File: src/sv/lfrt_pkg.sv
// Shared types and constants for the largest-free-region tracker.
// No dependencies.
package lfrt_pkg;
	localparam int unsigned DEF_MAX_SLOTS = 16;
	localparam int unsigned DEF_ADDR_BITS = 48;
	localparam int unsigned LEN_BITS = 5;

	typedef enum logic [1:0] {
		OP_ADD   = 2'd0,
		OP_CLEAR = 2'd1,
		OP_READ  = 2'd2,
		OP_RSVD  = 2'd3
	} op_t;

	localparam logic [3:0] TYPE_FREE     = 4'd0;
	localparam logic [3:0] TYPE_RESERVED = 4'd1;

	typedef struct packed {
		logic [1:0]  operation;
		logic [3:0]  region_type;
		logic        base_given;
		logic [47:0] region_base;
		logic [47:0] region_size;
		logic [3:0]  entry_index;
	} req_t;

	typedef struct packed {
		logic [47:0] free_total;
		logic [47:0] reserved_total;
		logic [47:0] committed_total;
		logic [47:0] entry_base;
		logic [47:0] entry_size;
		logic        merged;
	} rsp_t;

	// controller -> datapath
	typedef struct packed {
		logic load;      // capture request, do sums and last block
		logic cfg_wr;    // latch new length
		logic scan_init; // set scan pointer for a grown block
		logic scan_step; // test one slot, move down
		logic shift_init;
		logic shift_step; // test slot j, shift or place
		logic clr_step;   // zero one slot's size (its base too on a length write)
		logic emit;
	} cmd_t;

	// datapath -> controller
	typedef struct packed {
		logic need_place; // free add that qualifies for the list
		logic grew;
		logic scan_done;
		logic shift_done;
		logic clr_done;
		logic is_clear;
	} sts_t;
endpackage

File: src/sv/lfrt_ctrl.sv
// Sequencer for the largest-free-region tracker.
// Depends on lfrt_pkg.
module lfrt_ctrl
	import lfrt_pkg::*;
(
	input  logic clk,
	input  logic arst_n,
	input  logic start,
	output logic busy,
	input  logic cfg_valid,
	output logic cfg_ready,
	input  sts_t sts,
	output cmd_t cmd
);
	typedef enum logic [6:0] {
		ST_IDLE  = 7'b0000001,
		ST_DECID = 7'b0000010,
		ST_SCAN  = 7'b0000100,
		ST_SHIFT = 7'b0001000,
		ST_CLR   = 7'b0010000,
		ST_EMIT  = 7'b0100000,
		ST_CFGC  = 7'b1000000
	} state_t;

	state_t state_q, state_d;

	assign busy      = (state_q != ST_IDLE);
	assign cfg_ready = (state_q == ST_IDLE) && !start;

	always_comb begin
		state_d = state_q;
		cmd = '0;
		unique case (state_q)
			ST_IDLE: begin
				if (start) begin
					cmd.load = 1'b1;
					state_d = ST_DECID;
				end else if (cfg_valid) begin
					cmd.cfg_wr = 1'b1;
					state_d = ST_CFGC;
				end
			end
			ST_DECID: begin
				if (sts.is_clear) begin
					state_d = ST_CLR;
				end else if (!sts.need_place) begin
					state_d = ST_EMIT;
				end else if (sts.grew) begin
					cmd.scan_init = 1'b1;
					state_d = ST_SCAN;
				end else begin
					cmd.shift_init = 1'b1;
					state_d = ST_SHIFT;
				end
			end
			ST_SCAN: begin
				cmd.scan_step = 1'b1;
				if (sts.scan_done) state_d = ST_SHIFT;
			end
			ST_SHIFT: begin
				cmd.shift_step = 1'b1;
				if (sts.shift_done) state_d = ST_EMIT;
			end
			ST_CLR: begin
				cmd.clr_step = 1'b1;
				if (sts.clr_done) state_d = ST_EMIT;
			end
			ST_CFGC: begin
				cmd.clr_step = 1'b1;
				if (sts.clr_done) state_d = ST_IDLE;
			end
			ST_EMIT: begin
				cmd.emit = 1'b1;
				state_d = ST_IDLE;
			end
			default: state_d = ST_IDLE;
		endcase
	end

	always_ff @(posedge clk or negedge arst_n) begin
		if (!arst_n) state_q <= ST_IDLE;
		else state_q <= state_d;
	end
endmodule

File: config.mk
export PLATFORM = sky130hd
export DESIGN_NAME = lfrt_ctrl
export DESIGN_NICKNAME = d
export VERILOG_FILES = /design/src/sv/lfrt_pkg.sv /design/src/sv/lfrt_ctrl.sv
export SDC_FILE = /design/constraint.sdc
export NUM_CORES = 1
export LEC_CHECK = 0
export BUFFER_PORTS_ARGS = -buffer_cell sky130_fd_sc_hd__buf_2
export CORE_AREA = 2 2 39 41
export CTS_CLUSTER_DIAMETER = 30
export CTS_CLUSTER_SIZE = 16
export DETAILED_ROUTE_END_ITERATION = 10
export DIE_AREA = 0 0 41 43
export HOLD_SLACK_MARGIN = 0.05
export PLACE_DENSITY = 0.68
export REMOVE_ABC_BUFFERS = 1
export SLEW_MARGIN = 10
export SYNTH_ARGS = -nofsm -noshare
export SYNTH_HDL_FRONTEND = slang
export SYNTH_SLANG_ARGS = --single-unit
File: constraint.sdc
create_clock -name clk -period 2.6 [get_ports clk]
set_clock_uncertainty 0.15 [all_clocks]
set_input_delay 0.26 -clock clk [delete_from_list [all_inputs] [get_ports clk]]
set_output_delay 0.26 -clock clk [all_outputs]
set_load 0.01 [all_outputs]
==> out/qor.yml, run 1 <==
final_layout:
  syn2layout_area_growth_pct: 25.5
  final_cell_count_no_fill: 99
  finish.instance_area_sq_um: 678
  regMostFlops: "state_q"
  top_regs: "state_q (7)"
  antenna_cells: 0
  largest_reg_flops: 7
  fin_util: 0.490
  drive_above_1_share: 0.410
  nets: 94
flow_run:
  drv_cap: 0
grt:
  grt_pass1_wl_mm: 1.69
  grt_pass1_vias: 401
  track_usage: 0.140
  busiest_layer: "met2"
  grt_util_met3: 0.0628
  grt_max_degree: 11
  grt.met2_usage: 0.203
  grt-ovfl-total: 0
  gr-usage-met1: 0.191
  antenna_found_initial: 0
synthesis:
  syn_inst: 62
  postSynthAreaPerCell_sq_um: 8.72
  synth_top_family_by_area: "simple AND/OR/NAND/NOR gates"
  yosys.area_share.simple: 0.414
  ys_seq_elements: 7
  synth-xor-area-share: 0.0324
  synth_fa_ha_area_frac: 0
  syn-cell-area_sq_um: 541
  yosysWarnings: 0
  synthMuxAreaShare: 0
  synth-compound-area-share: 0.164
  synth-seq-area-share: 0.326
  post_synth_num_cell_types: 36
timing:
  fin_crit_ns: 2.46
  finalSetupViolCount: 0
  rsz0062_at_grt: "no"
  hold_ws_ns: 0.0992
  tightest_slew_ns: 0.370
  setup_tns_ns: 0
  period_share: 0.944
  hold_violations: 0
  fmax_mhz: 407
  fin_ws_ns: 0.145
  maxSlewViolCount: 0
  slew_headroom: 0.751
clocking:
  cts_root_buf: "clkbuf_4"
  cts_tree: "done"
  cts_buffer_depth: 2
  clk_pin_slew_ns: 0.05
  numCtsBuffers: 3
  clk_latency_ns: 0.24
  clock_sinks: 7
  cts_htree_levels: 1
die:
  io_pins: 20
  start_util: 0.391
  die_area_sq_um: 1760
  die_w_um: 41
  rows: 14
  fp.dieH_um: 43
  coreArea_sq_um: 1380
place:
  dp_hpwl_um: 934
  postPlaceCellArea_sq_um: 629
  gp_congestion: 0.763
  port_buffers: 19
  dp.cells: 93
  pre_cts_ws_ns: 0.343
setup_path:
  end_kind: "output port"
  start_kind: "flip-flop"
  worstPathMaxFanout: 8
  r2r_slack_ns: 0.55
  critPathArrivalTime_ns: 2.05
  crit_type: "flip-flop to output port"
  cp.required_ns: 2.19
detailed_routing:
  ant_nets: 0
  first_iter_violations: 13
  dr.pass1.iters: 2
  routed_wl_mm: 1.15
  wl_per_cell_um: 11.6
  drc: 0
  vias: 511
  via_per_inst: 5.16
power_and_ir_drop:
  max-vdd-ir-drop_uv: 575
  leakage_nw: 0.331
  power_mw: 0.561
  p_per_area_nw_per_um2: 828
worst_hold_path:
  worstHoldPathType: "primary input to flip-flop"
run_status:
  status: "complete, no violations"
## logic make-up after synthesis
family / Yosys count
flops: 7
simple gates: 34
compound gates: 13
buf+inv: 6
xor+xnor: 2
## path summary, 6_finish.rpt
check,from,cells after the start,end
max,state_q[2],6,cmd[6]
min,sts[4],2,state_q[3]
max in group asynchronous,arst_n,2,state_q[0]
max reg2reg,state_q[2],5,state_q[0]
min reg2reg,state_q[6],2,state_q[4]
min in group asynchronous,arst_n,2,state_q[2]
## where the power goes
part / switching, mW / total [mW] / internal, mW
sequential: 0.0419 / 0.182 / 0.141
combinational: 0.144 / 0.286 / 0.142
clock: 0.0348 / 0.0931 / 0.0582
## cell usage after synthesis
cell type,number,area share
a211oi_1,1,0.014
a21o_1,2,0.028
a21oi_1,2,0.019
a22o_1,1,0.016
and2_1,1,0.012
and2_2,2,0.028
and3_1,1,0.012
buf_4,1,0.014
buf_6,1,0.021
clkbuf_1,2,0.014
dfrtp_1,6,0.28
dfstp_2,1,0.049
inv_1,1,0.0069
inv_2,1,0.0069
nand2_1,3,0.021
nand2b_1,2,0.023
nand3_1,1,0.0093
nor2_1,5,0.035
nor2b_1,3,0.035
nor3_1,2,0.019
nor3b_1,2,0.028
nor4_1,3,0.035
nor4b_1,1,0.016
nor4b_4,1,0.044
o21ai_0,2,0.019
o21ai_1,1,0.0093
o22a_1,1,0.016
o22ai_1,1,0.012
o2bb2ai_1,1,0.016
o41ai_1,1,0.016
or2_2,1,0.012
or2b_1,1,0.014
or3_1,3,0.035
or4_4,1,0.021
or4b_2,1,0.019
xnor2_1,2,0.032
## metal layers
metal	part of all wire	vias up
met2	0.46	16
met4	0	0
met5	0	-
met1	0.47	229
li1	-	266
met3	0.064	0
## critical path: stages (launching register included)
cell	delay, ns
dfrtp_2	0.45
or4_4	0.57
nor4b_4	0.35
inv_2	0.08
nor2_2	0.11
and2_1	0.13
buf_2	0.12
## cell usage in the layout, fill, tap and decap left out, drive strengths merged, types with 2 or more instances in the layout
| master | Yosys | layout |
|---|---|---|
| buf | 2 | 20 |
| dfrtp | 6 | 6 |
| nor2 | 5 | 5 |
| clkbuf | 2 | 4 |
| or3 | 3 | 3 |
| nor2b | 3 | 3 |
| nor4 | 3 | 3 |
| nand2 | 3 | 3 |
| and2 | 3 | 3 |
| o21ai | 3 | 3 |
| nor3b | 2 | 2 |
| nand2b | 2 | 2 |
| xnor2 | 2 | 2 |
| nor3 | 2 | 2 |
| a21oi | 2 | 2 |
| a21o | 2 | 2 |
| nor4b | 2 | 2 |
| inv | 2 | 2 |
## what timing repair did
item / 4_1_cts / 5_1_grt
hold buffers: 1 / 0
gates resized for setup: 0 / 3
setup endpoints to repair: 0 / 2
endpoints found under the hold margin: 7 / 0
setup buffers: 0 / 1
## cell type report
cell class / instances / area [sq um]
repair buffers: 21 / 113
multi-input cells: 49 / 333
inverters: 2 / 7.51
fillers: 138 / 706
well taps: 16 / 20.0
flip-flops and latches: 7 / 179
clock buffers: 4 / 26.3
Power figures use the tool's default switching activity.
==> run 2: changes to the inputs <==
--- a/config.mk
+++ b/config.mk
@@ -13,7 +13,6 @@
 export DIE_AREA = 0 0 41 43
 export HOLD_SLACK_MARGIN = 0.05
 export PLACE_DENSITY = 0.68
-export REMOVE_ABC_BUFFERS = 1
 export SLEW_MARGIN = 10
 export SYNTH_ARGS = -nofsm -noshare
 export SYNTH_HDL_FRONTEND = slang
==> run 2 against run 1 <==
Sequential power hardly changed. Clock power is 5.4% higher. Sequential cell count stayed put. Register-to-register slack worse by 0.07 ns. Sequential share of layout area is 0.34 points lower.
==> out/qor.yml, run 2 (synthesis gave the netlist of run 1 again) <==
run_status:
  status: "complete, no violations"
grt:
  track_usage: 0.165  # +0.0255
  antenna_found_initial: 0  # unchanged
  grt_pass1_vias: 457  # +14%
  grt_pass1_wl_mm: 1.97  # +17%
  grt_max_degree: 11  # unchanged
  grt-ovfl-total: 0  # unchanged
power_and_ir_drop:
  p_per_area_nw_per_um2: 847  # +2.2%
  leakage_nw: 0.336  # +1.3%
  power_switching_mw: 0.239  # +8.0%
  pwr-share-comb: 0.518  # +0.009
  clkPwrFrac: 0.168  # +0.002
  max-vdd-ir-drop_uv: 418  # -27%
  p_int_mw: 0.347  # +1.9%
  seqPwrFrac: 0.315  # -0.010
  swShare: 0.407  # +0.0139
setup_path:
  critPathArrivalTime_ns: 2.09  # +0.04 ns
  start_kind: "flip-flop"
  critPathLaunch: "state_q[2]"
  r2r-start: "state_q[2]"
  worstPathMaxFanout: 8  # unchanged
  crit_type: "flip-flop to output port"
  cp.required_ns: 2.19  # about the same
  end_kind: "output port"
detailed_routing:
  vias: 548  # +7.2%
  via_per_inst: 5.48  # +6.2%
  drc: 0  # unchanged
  routed_wl_mm: 1.23  # +6.4%
  dr.pass1.iters: 4  # +2
  ant_nets: 0  # unchanged
  wl_per_cell_um: 12.3  # +5.4%
  first_iter_violations: 12  # -1
clocking:
  cts_buffer_depth: 2  # unchanged
  numCtsBuffers: 3  # unchanged
  cts_tree: "done"
  clock_sinks: 7  # unchanged
  clk_pin_slew_ns: 0.05  # about the same
  cts_root_buf: "clkbuf_4"
  clk_latency_ns: 0.25  # about the same
  cts_htree_levels: 1  # unchanged
final_layout:
  largest_reg_flops: 7  # unchanged
  drive_above_1_share: 0.429  # +0.0189
  fin_util: 0.500  # +0.00995
  layout_commonest_cell: "buf_2"
  final_cell_count_no_fill: 100  # +1.0%
  top_regs: "state_q (7)"
  syn2layout_area_growth_pct: 28.0
  regMostFlops: "state_q"
  nets: 95  # +1.1%
  antenna_cells: 0  # unchanged
  final_cell_mix: "19 x buf_2, 4 x nor2_1"
die:
  die_area_sq_um: 1760  # unchanged
  die_w_um: 41  # unchanged
  io_pins: 20  # unchanged
  rows: 14  # unchanged
  start_util: 0.391  # unchanged
  coreArea_sq_um: 1380  # unchanged
  fp.dieH_um: 43  # unchanged
place:
  port_buffers: 19  # unchanged
  dp_hpwl_um: 922  # -1.3%
  dp.cells: 93  # unchanged
  gp_congestion: 0.808  # +6.0%
worst_hold_path:
  min-delay-start: "sts[4]"
  worstHoldPathType: "primary input to flip-flop"
timing:
  fmax_mhz: 401  # -1.6%
  tightest_slew_ns: 0.386  # +0.0162 ns
  finalSetupViolCount: 0  # unchanged
  slew_headroom: 0.740  # -0.0109
  fin_crit_ns: 2.50  # +0.0401 ns
  setup_tns_ns: 0  # unchanged
  period_share: 0.960  # +0.0154
  maxSlewViolCount: 0  # unchanged
  hold_violations: 0  # unchanged
flow_run:
  drv_cap: 0  # unchanged
synthesis:
  synth_nets: 72
==> run 2: changes by cell type in the layout (fill, tap and decap cells not counted) <==
cell     delta
buf_4       +1
dfrtp_2     +1
dfrtp_1     -1
nor2_4      +1
nor2_2      -1
==> run 2: path summary, 6_finish.rpt <==
check                                  end  slack (ns)  depth (start not counted)
worst max register to register  state_q[0]        0.48                          5
max in group asynchronous       state_q[0]        1.86                          2
worst max-delay path                cmd[6]        0.10                          6
min in group asynchronous       state_q[1]        0.21                          2
worst min-delay path            state_q[3]        0.09                          2
worst min register to register  state_q[4]        0.48                          1
==> run 2: cell type report <==
cell class                 count  area, sq um
timing repair buffer          22          120
tap                           16         20.0
fill                         133          692
clock buffer                   4         26.3
multi-input combinational     49          338
inverter                       2         7.51
sequential                     7          180
==> run 2: stage by stage <==
stage | worst slack (ns) | power [mW] | instance area [sq um] | hold slack, ns
2_1_floorplan | 0.337 | 0.403 | 541 | -0.186
3_3_place_gp | 0.371 | 0.458 | 629 | -0.0452
3_5_place_dp | 0.344 | 0.459 | 629 | -0.0469
4_1_cts | 0.0529 | 0.563 | 666 | 0.0839
5_1_grt | -0.0167 | 0.633 | 692 | 0.0948
6_report | 0.104 | 0.586 | 692 | 0.0885
==> run 2: repair_timing <==
item,in CTS,in global routing
endpoints found under the hold margin,7,0
buffers inserted,0,2
setup endpoints to repair,0,4
hold buffers,1,0
resized for setup,0,5
==> run 2: worst max-delay path, stage by stage (launching register included) <==
cell and delay [ns]:
dfrtp_2 0.44, or4_4 0.56, nor4b_4 0.36, inv_2 0.11, nor2_4 0.10, and2_1 0.13
buf_2 0.13
==> run 2: power groups by stage <==
stage / registers (mW) / logic, mW / clock network (mW)
6_report: 0.184 / 0.303 / 0.0981
5_1_grt: 0.191 / 0.333 / 0.109
4_1_cts: 0.186 / 0.277 / 0.0994
3_5_place_dp: 0.188 / 0.271 / 0
3_3_place_gp: 0.187 / 0.271 / 0
2_1_floorplan: 0.169 / 0.234 / 0
==> run 2: per-layer routing <==
layer,part of all wire,track usage
met4,0.041,0.100
met5,0,0
met2,0.47,0.231
met1,0.42,0.224
met3,0.062,0.0314
